--- src/csfd_pkg.sv ---
// ----------------------------------------------------------------------------
// csfd_pkg
// Shared types and constants of the CAN signal field decoder.
// ----------------------------------------------------------------------------
`default_nettype none

package csfd_pkg;

    localparam int FRAME_BITS_DEF = 64;
    localparam int CFG_IDX_W      = 3;
    localparam int CFG_DATA_W     = 64;

    typedef enum logic [CFG_IDX_W-1:0] {
        REG_START_POSITION,
        REG_FIELD_LENGTH,
        REG_INTEL_ORDER,
        REG_SIGNED_MODE,
        REG_SCALE_FACTOR,
        REG_SCALE_OFFSET,
        REG_RESERVED_6,
        REG_RESERVED_7
    } t_cfg_reg;

    typedef struct packed {
        logic [5:0]         start_position;
        logic [6:0]         field_length;
        logic               intel_order;
        logic               signed_mode;
        logic signed [31:0] scale_factor;
        logic signed [63:0] scale_offset;
    } t_cfg;

endpackage

`default_nettype wire

--- src/csfd_cfg_regs.sv ---
// ----------------------------------------------------------------------------
// csfd_cfg_regs
// Configuration register file, written one register per beat.
// ----------------------------------------------------------------------------
`default_nettype none

module csfd_cfg_regs (
    input  logic                                i_clk,
    input  logic                                i_rst_n,
    input  logic                                i_cfg_valid,
    input  logic [csfd_pkg::CFG_IDX_W-1:0]      i_cfg_index,
    input  logic [csfd_pkg::CFG_DATA_W-1:0]     i_cfg_data,
    output logic                                o_cfg_ready,
    output csfd_pkg::t_cfg                      o_cfg
);

    csfd_pkg::t_cfg r_cfg;
    csfd_pkg::t_cfg n_cfg;

    assign o_cfg_ready = i_rst_n;
    assign o_cfg       = r_cfg;

    always_comb begin
        n_cfg = r_cfg;
        if (i_cfg_valid) begin
            case (i_cfg_index)
                csfd_pkg::REG_START_POSITION: n_cfg.start_position = i_cfg_data[5:0];
                csfd_pkg::REG_FIELD_LENGTH:   n_cfg.field_length   = i_cfg_data[6:0];
                csfd_pkg::REG_INTEL_ORDER:    n_cfg.intel_order    = i_cfg_data[0];
                csfd_pkg::REG_SIGNED_MODE:    n_cfg.signed_mode    = i_cfg_data[0];
                csfd_pkg::REG_SCALE_FACTOR:   n_cfg.scale_factor   = i_cfg_data[31:0];
                csfd_pkg::REG_SCALE_OFFSET:   n_cfg.scale_offset   = i_cfg_data[63:0];
                default: begin
                end
            endcase
        end
    end

    always_ff @(posedge i_clk) begin
        if (!i_rst_n) begin
            r_cfg.start_position <= 6'd0;
            r_cfg.field_length   <= 7'd8;
            r_cfg.intel_order    <= 1'b1;
            r_cfg.signed_mode    <= 1'b0;
            r_cfg.scale_factor   <= 32'sd65536;
            r_cfg.scale_offset   <= 64'sd0;
        end else begin
            r_cfg <= n_cfg;
        end
    end

endmodule

`default_nettype wire

--- config.mk ---
export PLATFORM = sky130hd
export DESIGN_NAME = csfd_cfg_regs
export DESIGN_NICKNAME = d
export VERILOG_FILES = /design/src/csfd_pkg.sv /design/src/csfd_cfg_regs.sv
export SDC_FILE = /design/constraint.sdc
export NUM_CORES = 1
export LEC_CHECK = 0
export ABC_AREA = 1
export BUFFER_PORTS_ARGS = -buffer_cell sky130_fd_sc_hd__buf_2
export CORE_UTILIZATION = 48
export DETAILED_ROUTE_END_ITERATION = 16
export PLACE_DENSITY = 0.83
export SKIP_LAST_GASP = 1
export SLEW_MARGIN = 15
export SYNTH_ARGS = -nofsm -noshare
export SYNTH_HDL_FRONTEND = slang
export SYNTH_SLANG_ARGS = --single-unit
--- constraint.sdc ---
create_clock -name i_clk -period 1.2 [get_ports i_clk]
set_input_delay 0.36 -clock i_clk [delete_from_list [all_inputs] [get_ports i_clk]]
set_output_delay 0.36 -clock i_clk [all_outputs]
set_load 0.1 [all_outputs]
# ---- Word level (Yosys, flattened, before mapping)
# Cells that the tools add are included.
dict set report op_classes {
  reduce_logical 7
  eq_ne 5
}
# cell count
set ops {}
lappend ops {{2-bit AND reduction} 6}
lappend ops {{3-bit by 2-bit equality test with 1-bit output (second input constant)} 2}
lappend ops {{3-bit equality test (second input constant)} 2}
lappend ops {{3-bit by 1-bit equality test with 1-bit output (second input constant)} 1}
lappend ops {{3-bit logical NOT} 1}
dict set report word_totals {
  ff_bits 111
  output_inout_bits 112
  in_bits 70
}

# ---- Logic depth before layout (Yosys ltp)
# Gate-level depths: netlist of the first run.
dict set report logic_depth {
  word_depth 2
  ltp_mapped 7
  depth_no_buf 5
}

# ---- Worst setup path before layout of the first run
# No wires, ideal clock.
dict set report synth_path {
  kind {flip-flop to output port}
  from {register r_cfg, in the netlist o_cfg[96]}
  to {output port o_cfg[96] (netlist name)}
  path_slack_ps -85
  t_arrival_ps 925
  stages_incl_launch_ff 1
  path_cell_list {dfxtp_1}
}
# element line_no
set synth_lines {}
lappend synth_lines {{start, declared} csfd_cfg_regs.sv:17} ;# csfd_pkg::t_cfg r_cfg;
lappend synth_lines {{start signal, assigned} csfd_cfg_regs.sv:48} ;# r_cfg <= n_cfg;
lappend synth_lines {{end, declared} csfd_cfg_regs.sv:14} ;# output csfd_pkg::t_cfg o_cfg
# No word-level cell between the ends.

# ---- Worst setup path after layout of the first run
dict set report layout_path {
  from {register r_cfg, in the netlist o_cfg[48]}
  to {output port o_cfg[48] (netlist name)}
}
# No word-level cell between the ends.

==> impl_metrics.ini, run 1 <==
[outcome]
run_status = finished with violations
violations = setup timing

[synth]
post-synth-top-count-cell = nor2_1
synth_cells = 680
synth.net_count = 750
synth-seq-cells = 111
synthDominantAreaCellType = dfxtp_1
synth_top_area_share = 0.481
ys_seq_area_frac = 0.481
yosysWarnings = 0
syn_avg_cell_area_um2 = 6.79
synth_enable_flop_cells = 0
synth_commonest_cells = nor2_1 (218), nand2_1 (117), nand3_1 (112), dfxtp_1 (111), inv_1 (67)
synth-main-ff-cell = dfxtp_1
most_area_consuming_cells_after_synthesis = dfxtp_1 (48%), nor2_1 (18%), nand3_1 (12%), nand2_1 (9.5%), inv_1 (5.4%)
synth-async-reset-ratio = 0
mappedNetlistArea_um2 = 4620
yosysUniqueCellTypes = 15

[cells_and_area]
multi_input_area_um2 = 1880
nets = 925
post-route-util = 0.843
final-instance-count-excl-fill = 986
synthToLayoutAreaGrowth_pct = 69.5
diodes = 0
largest_register_ffs = 111
share_of_post_route_cells_with_drive_strength_above_1 = 0.398
seqCellArea_um2 = 2370
fillCellCount = 537

[sta]
timing_worst_slew_pin_value_ns = 0.447
setup_viol_count_final = 111
grt_setup_unrepaired = true
final_min_period_over_clock_period = 1.06
slew_headroom = 0.701
timing.clock.skew_ns = 0
achievable-frequency_ghz = 0.785
timing.final.ws_setup_ns = -0.0742
setup_total_negative_slack_ns = -6.47
finalMaxSlewViolations = 0
final_hold_viol_count = 0
period_needed_ns = 1.27

[routing]
detail_route.wl_per_cell_um = 14.3
drt_first_pass_iters = 4
detail_route.vias_per_cell = 4.93
drt-total-wl_um = 14100
drc_errors = 0
via_count = 4861
postRouteAntennaNets = 0
drt-initial-drc-count = 178

[global_routing]
grt_start_max_net_pins = 52
combined_global_route_utilization_of_all_metal_layers = 0.284
first_global_vias = 4775
gr-total-overflow = 0
first_pass_grt_wire_length_um = 22300
number_of_antenna_violations_at_the_first_check_in_global_routing = 0

[clock_tree]
holdBufCountCts = 0
cts_inserted_buffers = 9
max-clock-path-buffers = 2
clock_sink_count = 111
clock_tree.htree_level_count = 3
clk_pin_slew_ns = 0.10
worstSkewPairLatency_ns = 0.35
cts_tree = built
cts_root_buf = clkbuf_8

[power]
power_per_unit_of_standard_cell_area_nw_per_um2 = 1130
p_total_uw = 8840
leakagePower_uw = 0.00359
vdd_drop_max_mv = 0.847

[placement]
dp.final_hpwl_um = 10300
routability_congestion_estimate = 0.811
place_inst = 966
pre_cts_worst_setup_slack_ns = -0.172
io_buffers = 181

[critical_path]
critical_path_peak_fanout = 2
cell_at_the_slowest_stage_of_the_critical_path = dfxtp_4
crit_arrival_ns = 0.91
worstPathRequired_ns = 0.84
crit_type = reg2out
path_cells = buf_12
cpLargestDelayFamily = flip-flops
critical_path_buf_inv_count = 1
critPathCaptureType = output pin
startpoint_type = register
worst_stage_delay_on_the_critical_path_ns = 0.38

[floorplan]
num_io_pins = 182
initial_standard_cell_utilization_of_the_core = 0.497
design.core.area_um2 = 9280
rows = 35
design.die.area_um2 = 10000
die_height_um = 100
die_width_um = 100

[flow_run]
maxCapViolCount = 0

[worst_hold_path]
worstHoldPathType = in2reg
[final timing paths]
kind | from | to | slack (ns) | cells past startpoint
setup / recovery | o_cfg[48] | o_cfg[48] | -0.07 | 1
hold / removal | i_cfg_data[3] | o_cfg[101] | 0.24 | 3
setup reg to reg | o_cfg[80] | o_cfg[80] | 0.44 | 3
hold reg to reg | o_cfg[101] | o_cfg[101] | 0.50 | 2
[routing by layer]
metal  vias up  global-route usage  wire, µm
met5         -                   0         0
met4         0              0.0981       306
met3        27              0.0759      1130
met2       189               0.535      7330
met1      2243               0.304      5370
li1       2402                   -         -
[kinds of logic (layout without fill, tap and decap cells)]
| family | Yosys count | after routing | share of synthesized area |
|---|---|---|---|
| simple gates | 454 | 454 | 0.406 |
| flops | 111 | 111 | 0.481 |
| buf+inv | 113 | 290 | 0.111 |
| compound gates | 2 | 2 | 0.00217 |
[per-stage QoR]
step	hold WS, ns	cell area, µm²
after floorplan	0.473	4750
after global placement	0.477	7540
after detailed placement	0.486	7540
after CTS	0.235	7810
after global routing	0.226	7820
final	0.235	7820
[cell type report]
class | instances | area share
timing repair buffer | 207 | 0.374
sequential | 111 | 0.303
multi-input combinational | 456 | 0.241
inverter | 70 | 0.0336
tap | 129 | 0.0206
clock buffer | 9 | 0.0158
clock inverter | 4 | 0.0125
[report_power, final]
part           leakage (µW)  internal [µW]  total (µW)  switching (µW)
registers          0.000952           3830        3970             136
clock network      0.000107           1350        2560            1200
logic               0.00253            812        2320            1500
[cell usage in the layout, fill, tap and decap left out]
master / instances
dfxtp_4: 5
dfxtp_2: 106
nor2_1: 218
nand3_1: 112
clkinvlp_4: 1
nor2_4: 2
nor2_2: 3
inv_2: 3
buf_2: 68
o21ai_0: 1
inv_1: 67
clkbuf_8: 9
bufinv_16: 3
buf_12: 123
a21oi_1: 1
nand2_1: 117
nand2_2: 2
buf_4: 16
[timing repair]
action	in CTS	in global routing
setup buffers	7	0
gates resized for setup	1	4
endpoints found under the setup margin	111	111
(Power assumes the default switching activity.)
==> inputs of run 2 (changes only) <==
CTS_BUF_LIST = sky130_fd_sc_hd__clkbuf_16   (was default)
==> impl_metrics.ini, run 2 (synthesized netlist as in run 1, its figures left out) <==
[outcome]
run_status = finished with violations
violations = setup timing

[sta]
finalMaxSlewViolations = 0
timing.clock.skew_ns = 0
period_needed_ns = 1.24
timing.final.ws_setup_ns = -0.0418
setup_viol_count_final = 111
timing_worst_slew_pin_value_ns = 0.432
achievable-frequency_ghz = 0.805
final_min_period_over_clock_period = 1.03
final_hold_viol_count = 0
setup_total_negative_slack_ns = -3.34
hold_ws_ns = 0.266
slew_headroom = 0.711
grt_setup_unrepaired = true

[floorplan]
die_width_um = 100
rows = 35
num_io_pins = 182
initial_standard_cell_utilization_of_the_core = 0.497
design.die.area_um2 = 10000
die_height_um = 100
design.core.area_um2 = 9280

[critical_path]
worst_setup_path_startpoint = o_cfg[14]
worstPathRequired_ns = 0.84
cpLargestDelayFamily = flip-flops
critical_path_buf_inv_count = 1
critical_path_peak_fanout = 2
worst_stage_delay_on_the_critical_path_ns = 0.37
crit_arrival_ns = 0.88
timing.rr.start = o_cfg[14]
setup.reg_to_reg.worst_slack_ns = 0.33
critPathCaptureType = output pin
startpoint_type = register
crit_type = reg2out
cell_at_the_slowest_stage_of_the_critical_path = dfxtp_2
path_cells = buf_12

[clock_tree]
clock_sink_count = 111
cts_inserted_buffers = 9
cts_root_buf = clkbuf_16
worstSkewPairLatency_ns = 0.34
holdBufCountCts = 0
clock_tree.htree_level_count = 3
cts_tree = built
max-clock-path-buffers = 2
clk_pin_slew_ns = 0.07

[power]
power_per_unit_of_standard_cell_area_nw_per_um2 = 1210
leakagePower_uw = 0.00366
vdd_drop_max_mv = 0.805

[cells_and_area]
largest_register_ffs = 111
final_cell_area_um2 = 7950
diodes = 0
nets = 929
share_of_post_route_cells_with_drive_strength_above_1 = 0.401
leading_cell_type_in_the_layout_fill_and_taps_excluded = nor2_1
synthToLayoutAreaGrowth_pct = 72.3
commonest_non_fill_non_tap_cells_in_the_layout = nor2_1 (218), buf_12 (123), nand2_1 (117), nand3_1 (112), dfxtp_2 (107)

[placement]
placed_cell_areas_um2 = 7540
dp.final_hpwl_um = 10300
io_buffers = 181
routability_congestion_estimate = 0.811
pre_cts_worst_setup_slack_ns = -0.172

[global_routing]
number_of_antenna_violations_at_the_first_check_in_global_routing = 0
combined_global_route_utilization_of_all_metal_layers = 0.293
first_pass_grt_wire_length_um = 23000
grt_start_max_net_pins = 52
gr-total-overflow = 0
first_global_vias = 4859

[routing]
drt_first_pass_iters = 5
postRouteAntennaNets = 0
via_count = 4940
drc_errors = 0
detail_route.vias_per_cell = 4.99
drt-total-wl_um = 14500
detail_route.wl_per_cell_um = 14.6
drt-initial-drc-count = 233

[flow_run]
maxCapViolCount = 0

[worst_hold_path]
worstHoldPathType = in2reg
worst_hold_startpoint = i_cfg_data[3]
## run 2: through the flow
step                cells  power, µW   util
global route          990       9890  0.857
global placement      966       6310  0.812
CTS                   987       9610  0.853
detailed placement    966       6360  0.812
floorplan             680       5440      -
finish                990       9590  0.857
## run 2: worst reg2reg max path, delay by kind of cell (launching register included)
kind,cells,cell delay (ns)
flip-flops,1,0.34
buffers and inverters,2,0.25
AND/OR/NAND/NOR,2,0.18
## run 2: repair_timing
| item | CTS | global route |
|---|---|---|
| hold endpoints to repair | 0 | 0 |
| buffers inserted | 8 | 3 |
| gates resized for setup | 1 | 3 |
| endpoints found under the setup margin | 111 | 111 |
## run 2: layout make-up
| cell class | count | area [µm²] |
|---|---|---|
| inverters | 70 | 263 |
| clock inverters | 4 | 97.6 |
| fillers | 504 | 1330 |
| well taps | 129 | 161 |
| clock buffers | 9 | 225 |
| multi-input cells | 456 | 1880 |
| repair buffers | 211 | 2950 |
| flip-flops and latches | 111 | 2370 |
## run 2: path summary, 6_finish.rpt
kind	end	depth (start not counted)
worst min-delay path	o_cfg[101]	3
worst max-delay path	o_cfg[14]	1
worst max register to register	o_cfg[14]	4
worst min register to register	o_cfg[101]	2
## run 2: per-layer routing
layer,up-vias,global-route usage,share of wire,wire (µm)
li1,2409,-,-,-
met1,2299,0.315,0.38,5510
met2,204,0.556,0.52,7570
met3,28,0.0738,0.075,1090
met4,0,0.101,0.020,286
met5,-,0,0,0
## run 2: where the power goes
group	total (µW)	leakage [µW]	switching [µW]	internal (µW)
Clock	3290	0.000153	1290	2010
Combinational	2330	0.00255	1510	817
Sequential	3970	0.000952	137	3830
