--- src/csfd_pkg.sv ---
// ----------------------------------------------------------------------------
// csfd_pkg
// Shared types and constants of the CAN signal field decoder.
// ----------------------------------------------------------------------------
`default_nettype none

package csfd_pkg;

    localparam int FRAME_BITS_DEF = 64;
    localparam int CFG_IDX_W      = 3;
    localparam int CFG_DATA_W     = 64;

    typedef enum logic [CFG_IDX_W-1:0] {
        REG_START_POSITION,
        REG_FIELD_LENGTH,
        REG_INTEL_ORDER,
        REG_SIGNED_MODE,
        REG_SCALE_FACTOR,
        REG_SCALE_OFFSET,
        REG_RESERVED_6,
        REG_RESERVED_7
    } t_cfg_reg;

    typedef struct packed {
        logic [5:0]         start_position;
        logic [6:0]         field_length;
        logic               intel_order;
        logic               signed_mode;
        logic signed [31:0] scale_factor;
        logic signed [63:0] scale_offset;
    } t_cfg;

endpackage

`default_nettype wire

--- src/csfd_extract.sv ---
// ----------------------------------------------------------------------------
// csfd_extract
// Two stages: bit walk as one shift with frame bound check, then length
// masking and sign extension of the raw field.
// ----------------------------------------------------------------------------
`default_nettype none

module csfd_extract #(
    parameter int FRAME_BITS = csfd_pkg::FRAME_BITS_DEF
) (
    input  logic                i_clk,
    input  logic                i_rst_n,
    input  logic                i_valid,
    input  logic [63:0]         i_frame_data,
    input  csfd_pkg::t_cfg      i_cfg,
    output logic                o_valid,
    output logic                o_ok,
    output logic [63:0]         o_raw,
    output logic signed [64:0]  o_value
);

    localparam int CMP_W = ($clog2(FRAME_BITS + 1) > 8) ? $clog2(FRAME_BITS + 1) : 8;
    localparam logic [CMP_W-1:0] FRAME_LIM = CMP_W'(FRAME_BITS);

    logic [6:0]   w_len;
    logic [5:0]   w_start;
    logic         w_len_ok;
    logic [7:0]   w_intel_end;
    logic [5:0]   w_p0;
    logic [7:0]   w_p_last;
    logic [7:0]   w_moto_max;
    logic         w_ok;
    logic [63:0]  w_swapped;
    logic [127:0] w_src;
    logic [7:0]   w_moto_sh;
    logic [6:0]   w_sh;
    logic [127:0] w_shifted;

    logic         r1_valid;
    logic         r1_ok;
    logic [63:0]  r1_bits;

    logic [63:0]  w_mask;
    logic [63:0]  w_raw;
    logic [6:0]   w_top;
    logic         w_neg;
    logic [64:0]  w_value;

    logic         r2_valid;
    logic         r2_ok;
    logic [63:0]  r2_raw;
    logic [64:0]  r2_value;

    assign w_len   = i_cfg.field_length;
    assign w_start = i_cfg.start_position;

    // Motorola order is a straight run in byte-reversed numbering.
    assign w_len_ok    = (w_len != 7'd0) && (w_len <= 7'd64);
    assign w_intel_end = {2'b00, w_start} + {1'b0, w_len};
    assign w_p0        = {w_start[5:3], ~w_start[2:0]};
    assign w_p_last    = {2'b00, w_p0} + {1'b0, w_len} - 8'd1;
    assign w_moto_max  = (w_p_last[7:3] > {2'b00, w_start[5:3]}) ?
                         {w_p_last[7:3], 3'b111} : {2'b00, w_start};

    always_comb begin
        w_ok = 1'b0;
        if (w_len_ok) begin
            if (i_cfg.intel_order) begin
                w_ok = CMP_W'(w_intel_end) <= FRAME_LIM;
            end else begin
                w_ok = CMP_W'(w_moto_max) < FRAME_LIM;
            end
        end
    end

    always_comb begin
        for (int b = 0; b < 8; b++) begin
            w_swapped[8*b +: 8] = i_frame_data[8*(7-b) +: 8];
        end
    end

    assign w_moto_sh = 8'd128 - {2'b00, w_p0} - {1'b0, w_len};
    assign w_src     = i_cfg.intel_order ? {64'd0, i_frame_data} : {w_swapped, 64'd0};
    assign w_sh      = i_cfg.intel_order ? {1'b0, w_start} : w_moto_sh[6:0];
    assign w_shifted = w_src >> w_sh;

    always_ff @(posedge i_clk) begin
        if (!i_rst_n) begin
            r1_valid <= 1'b0;
        end else begin
            r1_valid <= i_valid;
        end
    end

    always_ff @(posedge i_clk) begin
        r1_ok   <= w_ok;
        r1_bits <= w_shifted[63:0];
    end

    assign w_mask  = ~({64{1'b1}} << w_len);
    assign w_raw   = r1_bits & w_mask;
    assign w_top   = w_len - 7'd1;
    assign w_neg   = i_cfg.signed_mode && w_raw[w_top[5:0]];
    assign w_value = w_neg ? {1'b1, w_raw | ~w_mask} : {1'b0, w_raw};

    always_ff @(posedge i_clk) begin
        if (!i_rst_n) begin
            r2_valid <= 1'b0;
        end else begin
            r2_valid <= r1_valid;
        end
    end

    always_ff @(posedge i_clk) begin
        r2_ok    <= r1_ok;
        r2_raw   <= r1_ok ? w_raw : 64'd0;
        r2_value <= r1_ok ? w_value : 65'd0;
    end

    assign o_valid = r2_valid;
    assign o_ok    = r2_ok;
    assign o_raw   = r2_raw;
    assign o_value = r2_value;

endmodule

`default_nettype wire

--- config.mk ---
export PLATFORM = sky130hd
export DESIGN_NAME = csfd_extract
export DESIGN_NICKNAME = d
export VERILOG_FILES = /design/src/csfd_pkg.sv /design/src/csfd_extract.sv
export SDC_FILE = /design/constraint.sdc
export NUM_CORES = 1
export LEC_CHECK = 0
export ABC_CLOCK_PERIOD_IN_PS = 3000
export BUFFER_PORTS_ARGS = -buffer_cell sky130_fd_sc_hd__buf_2
export CAP_MARGIN = 20
export CORE_UTILIZATION = 35
export DETAILED_ROUTE_END_ITERATION = 12
export HOLD_SLACK_MARGIN = 0.08
export PLACE_DENSITY_LB_ADDON = 0.12
export SLEW_MARGIN = 10
export SYNTH_ARGS = -nofsm -noshare
export SYNTH_HDL_FRONTEND = slang
export SYNTH_SLANG_ARGS = --single-unit
--- constraint.sdc ---
create_clock -name i_clk -period 3 [get_ports i_clk]
set_clock_uncertainty 0.1 [all_clocks]
set_input_delay 0 -clock i_clk [delete_from_list [all_inputs] [get_ports i_clk]]
set_output_delay 0 -clock i_clk [all_outputs]
set_load 0.02 [all_outputs]
* Word-level counts from Yosys, hierarchy flattened
Cells that the tools add are included.
** Cells by class
- Reductions and logical operators :: 3
- Shift-type cells :: 2
- Add/sub/neg operators :: 6
- Bitwise gates (word level) :: 5
- Mux-type cells :: 7
- $lt $le $gt $ge :: 5
** Operators with widths (number)
- $mux 128 :: 1
- $not 64->64 :: 2
- $shr 128x7->64 :: 1
- $mux 65 :: 1
- $and 64x64->64 :: 1
- $or 64x64->64 :: 1
- $shl 64x7->64 const A :: 1
- $add 6x7->8 :: 2
- $le 8x7->1 const B :: 1
- $lt 8x7->1 const B :: 1
- $mux 8 :: 1
- $sub 8x1->8 const B :: 1
- $le 7x7->1 const B :: 1
- $lt 6x7->1 const B :: 1
- $mux 7 :: 1
- $reduce_bool 7->1 :: 1
- $sub 1x6->7 const A :: 1
- $sub 7x7->7 :: 1
- $bmux 1 s6 :: 1
- $sub 6x1->6 const B :: 1
- $gt 5x3->1 :: 1
- $not 3->3 :: 1
- $logic_and 1x1->1 :: 2
- $mux 1 :: 2
** Storage, ports and cells
- Logic and storage cells :: 35
- Input port bits :: 178
- Register bits after elaboration :: 197
- Output and inout bits :: 131

* Longest topological paths before layout
- Depth in word-level cells :: 7
- Depth in mapped cells :: 17
- Mapped depth without buffers :: 13

* Worst setup path after synthesis
OpenSTA, ideal clock, no wires.
- Kind :: input port to flip-flop
- Start point :: input i_cfg[100] (netlist bit)
- End point :: register r1_bits[29]
- Path buffers :: 3
- Arrival :: 3.103 ns
- Cell stages on the path :: 12
- Setup time :: 0.133 ns
- Path slack :: -0.336 ns
- Data required time :: 2.767 ns
- Cells stage by stage :: clkbuf_1 > inv_1 > ha_1 > fa_1 > mux2i_1 > buf_2 > buf_2 > mux2i_1 > mux2i_1 > mux2_2 > a222oi_1 > o21ai_0
** Between the ends
- Longest elaborated chain between the ends :: 3
** RTL lines
- from (decl) :: RTL line csfd_extract.sv:15 : input csfd_pkg::t_cfg i_cfg,
- $sub 7x7->7 :: RTL line csfd_extract.sv:82 : assign w_moto_sh = 8'd128 - {2'b00, w_p0} - {1'b0, w_len};
- $mux 7 :: RTL line csfd_extract.sv:84 : assign w_sh = i_cfg.intel_order ? {1'b0, w_start} : w_moto_sh[6:0];
- $shr 128x7->64 :: RTL line csfd_extract.sv:85 : assign w_shifted = w_src >> w_sh;
- named net w_shifted[29] :: RTL line csfd_extract.sv:37 : logic [127:0] w_shifted;
- to (signal assigned) :: RTL line csfd_extract.sv:97 : r1_bits <= w_shifted[63:0];
- to (decl) :: RTL line csfd_extract.sv:41 : logic [63:0] r1_bits;
The timed path passes the listed nets, and every way through them passes these cells.
A chain may end at the register's enable or synchronous reset.

* Final worst setup path
- Start point :: input i_cfg[99] (netlist bit)
- End point :: register r2_value[4] (netlist: o_value[4])
** Between the ends
- Longest elaborated chain between the ends :: 7
- Elaborated cells between the ends (all ways) :: 10
- Those cells by class :: add/sub (1); shift (1); mux (3); bitwise (4); reduce/logical (1)
** RTL lines
- $shl 64x7->64 :: RTL line csfd_extract.sv:100 : assign w_mask = ~({64{1'b1}} << w_len);
- $not 64->64 :: RTL line csfd_extract.sv:100
- $and 64x64->64 :: RTL line csfd_extract.sv:101 : assign w_raw = r1_bits & w_mask;
- $bmux 1 s6 :: RTL line csfd_extract.sv:103 : assign w_neg = i_cfg.signed_mode && w_raw[w_top[5:0]];
- $mux 1 (implied by the code) :: RTL line csfd_extract.sv:103
- $logic_and 1x1->1 :: RTL line csfd_extract.sv:103
- $mux 65 * :: RTL line csfd_extract.sv:104 : assign w_value = w_neg ? {1'b1, w_raw | ~w_mask} : {1'b0, w_raw};
- to (signal assigned) :: RTL line csfd_extract.sv:117 : r2_value <= r1_ok ? w_value : 65'd0;
- to (decl) :: RTL line csfd_extract.sv:52 : logic [64:0] r2_value;
Every way passes the cells marked *; elsewhere a longest branch is shown, timed or not. The select of a mux whose other input is x is not followed.

==> metrics.txt <==
flops & latches, synth=197; critical path fanouts, max=10; fin nets=2912; Final Hold Slack=roughly 100 ps; Hold WC Path Type=primary input to register; Post-synth EDFFs=0; Core Box Area=about 0.047 mm^2; Synth-to-Final Area Change=43.8%; total track usage=36.3%; row count=79; Placed Cells=3262; Reg clk slew, reported paths=80 ps; Req. time, crit path=3270 ps; Synth Area per Inst=8.08 um^2; hpwl dp=74000 um; final hold violations=0; Vias=19.7k; # fillers=4569; top_reg_cell synth=dfxtp_1; Post-DRT Antenna Nets=0; critical path capture point type=register; Max Cap Viol=0; full die area=0.0481 mm^2; Slew headroom=44.0%; status=complete, no violations; vias in the first global route=~19k; Die Height=219 um; first-pass GRT wire length=128000 um; RSZ-0062 raised after global routing=yes; largest net degree at the start of global routing=62; root buffer cell=clkbuf_16; overall power=0.0139 W; design area=0.0238 mm^2; die width=219 um; CTS sink cnt=about 200; H-tree Lvls=4; Least-Margin Pin Slew=832 ps; I/O pins=309; Mapped Cells=2047; Fmax=0.335 GHz; critical path class=primary input to register; Unique masters post-synth=80; starting density of the core=35.5%; clk_lat worst skew=460 ps; CTS tree=yes; pwr/cell area=583 mW/mm^2; Net Count, Synth=2254; LEAKAGE=11.1 nW; Clock Path Buffers=2; Synth Cell Area=0.0165 mm^2; WL per Instance=27.1 um; Final setup viols=0; Yosys Warn Count=0; type of origin of the critical path=primary input; wirelength, routed=around 90000 um; PortBufs=212; Detailed Route Iter0 Violations=2057; initial antenna violation count=3; VDD IR max=0.463 mV; fin crit period=slightly below 3000 ps; crit share post-route=99.5%; layout cell share with drive strength beyond 1=39.9%; GPL Wtd Cong=1.03; post-DR vias/cell=5.93; GR Overflow Total=0; Final Max Slew Viols=0; FFs w/ async S/R, synth=0%; critical path arrival=3260 ps; drt first pass iters=7; sequential element share of the synthesized area=23.8%; dpl cell area=0.0223 mm^2; Residual DRC=0; Final Non-Filler Cells=approximately 3.3k; CTS buffer count=17
per-stage QoR:
stage	setup WS, ps	util, %	TNS, ps
2_1_floorplan	-6.16	-	-6.16
3_3_place_gp	-652	47.9	-55390
3_5_place_dp	-661	47.9	-49870
4_1_cts	17.4	49.5	0
5_1_grt	-88.6	51.1	-1030
6_report	16.3	51.1	0
cells in the mapped netlist (11+ instances only):
| cell | number | share of area, % |
|---|---|---|
| mux2_2 | 90 | 6.1 |
| a21oi_1 | 97 | 2.9 |
| clkbuf_1 | 60 | 1.4 |
| a221oi_1 | 12 | 0.64 |
| inv_1 | 37 | 0.84 |
| a211oi_1 | 49 | 2.2 |
| nor2b_1 | 11 | 0.42 |
| nand2_1 | 177 | 4.0 |
| o21bai_2 | 23 | 1.6 |
| o21ai_0 | 122 | 3.7 |
| nand3_1 | 94 | 2.8 |
| o211ai_1 | 45 | 2.0 |
| xnor2_1 | 11 | 0.58 |
| mux2i_1 | 285 | 17 |
| and3_1 | 58 | 2.2 |
| buf_2 | 92 | 2.8 |
| nor2_1 | 123 | 2.8 |
| dfxtp_1 | 197 | 24 |
| buf_4 | 14 | 0.64 |
| a22oi_1 | 28 | 1.3 |
| a31oi_1 | 22 | 0.83 |
| nor3_1 | 86 | 2.6 |
| o22ai_1 | 21 | 0.79 |
| o21bai_1 | 36 | 1.6 |
| ha_1 | 27 | 2.0 |
| mux4_2 | 14 | 1.9 |
| buf_1 | 22 | 0.50 |
registers in the layout, summed over array words and instances, names as in the netlist:
register and cells:
o_valid 1, o_ok 1, r1_bits 64, r1_ok 1, r1_valid 1, o_value 65
o_raw 64
cells in the final DEF, fill, tap and decap left out, types with 8 or more instances in the layout:
cell type / Yosys / layout
mux2i_2: 0 / 14
o21bai_1: 36 / 36
nor2b_1: 11 / 8
nand3_1: 94 / 93
nor3_1: 86 / 82
and2_1: 8 / 8
inv_1: 37 / 36
clkbuf_16: 0 / 23
o21bai_2: 23 / 23
a21o_1: 9 / 9
o21ai_1: 4 / 10
a22o_1: 8 / 8
nand2b_1: 10 / 10
nand2_1: 177 / 175
buf_6: 7 / 14
mux2i_1: 285 / 265
a21oi_2: 0 / 8
dlygate4sd3_1: 0 / 8
a221oi_1: 12 / 8
ha_1: 27 / 19
nor2_1: 123 / 120
xnor2_1: 11 / 10
buf_4: 14 / 565
o211ai_1: 45 / 45
mux2_2: 90 / 89
mux4_2: 14 / 14
a31oi_1: 22 / 19
a211oi_1: 49 / 41
a21oi_1: 97 / 89
a211o_1: 8 / 8
buf_12: 0 / 28
dfxtp_1: 197 / 197
o22ai_1: 21 / 21
o21ai_0: 122 / 114
a22oi_1: 28 / 27
buf_2: 92 / 210
and3_1: 58 / 58
metal layers:
layer  part of all wire, %  vias to the layer above  global-route usage, %
met5                     0                        -                      0
met4                   4.9                        0                   15.7
met3                   7.7                      185                   6.38
met2                    46                      931                   59.2
met1                    42                     9635                   46.7
li1                      -                     8977                      -
path summary, 6_finish.rpt:
check	end	slack (ps)	depth (start not counted)	from
hold / removal	o_value[23]$_SDFF_PN0_	100	4	i_cfg[103]
setup reg to reg	o_value[4]$_SDFF_PN0_	230	7	r1_bits[7]$_DFF_P_
setup / recovery	o_value[4]$_SDFF_PN0_	20	13	i_cfg[99]
hold reg to reg	o_valid$_SDFF_PN0_	340	1	r1_valid$_SDFF_PN0_
critical path, stage by stage:
cell       delay, ps
buf_2            100
buf_4            110
buf_4            230
ha_1             210
buf_4            170
a21oi_1          100
o21ai_0          520
a31oi_1          270
a211oi_1         520
a2111oi_4         60
a311o_2          530
buf_12           220
o32ai_2          200
final cells by class:
cell class	instances	area, um^2	area share, %
Antenna cell	1	2.50	0.0105
Clock buffer	17	425	1.79
Clock inverter	15	176	0.742
Inverter	42	158	0.663
Multi-Input combinational cell	1614	12000	50.6
Sequential cell	197	3940	16.6
Tap cell	607	759	3.19
Timing Repair Buffer	833	6280	26.4
report_power, final:
part / switching [W] / internal, W / total (W)
registers: 0.000572 / 0.00312 / 0.00369
logic: 0.00436 / 0.00350 / 0.00785
clock network: 0.00119 / 0.00113 / 0.00232
cells by family (layout without fill, tap and decap cells):
| logic type | count (synthesis) | in the layout | synth area share [%] |
|---|---|---|---|
| AO/OA/AOI/OAI | 577 | 577 | 24.0 |
| XOR/XNOR | 12 | 12 | 0.635 |
| adder cells (fa/ha/maj) | 29 | 29 | 2.28 |
| buffers and inverters | 237 | 907 | 6.71 |
| flip-flops | 197 | 197 | 23.8 |
| multiplexers | 389 | 390 | 25.3 |
| other | 0 | 1 | 0 |
| AND/OR/NAND/NOR | 606 | 606 | 17.3 |
timing repair:
item,CTS,global route
cloned,0,10
hold buffers,8,0
setup buffers,2,12
gates resized for setup,13,97
pin swaps,1,11
setup endpoints to repair,24,115
hold endpoints to repair,12,0
Power figures use the tool's default switching activity.
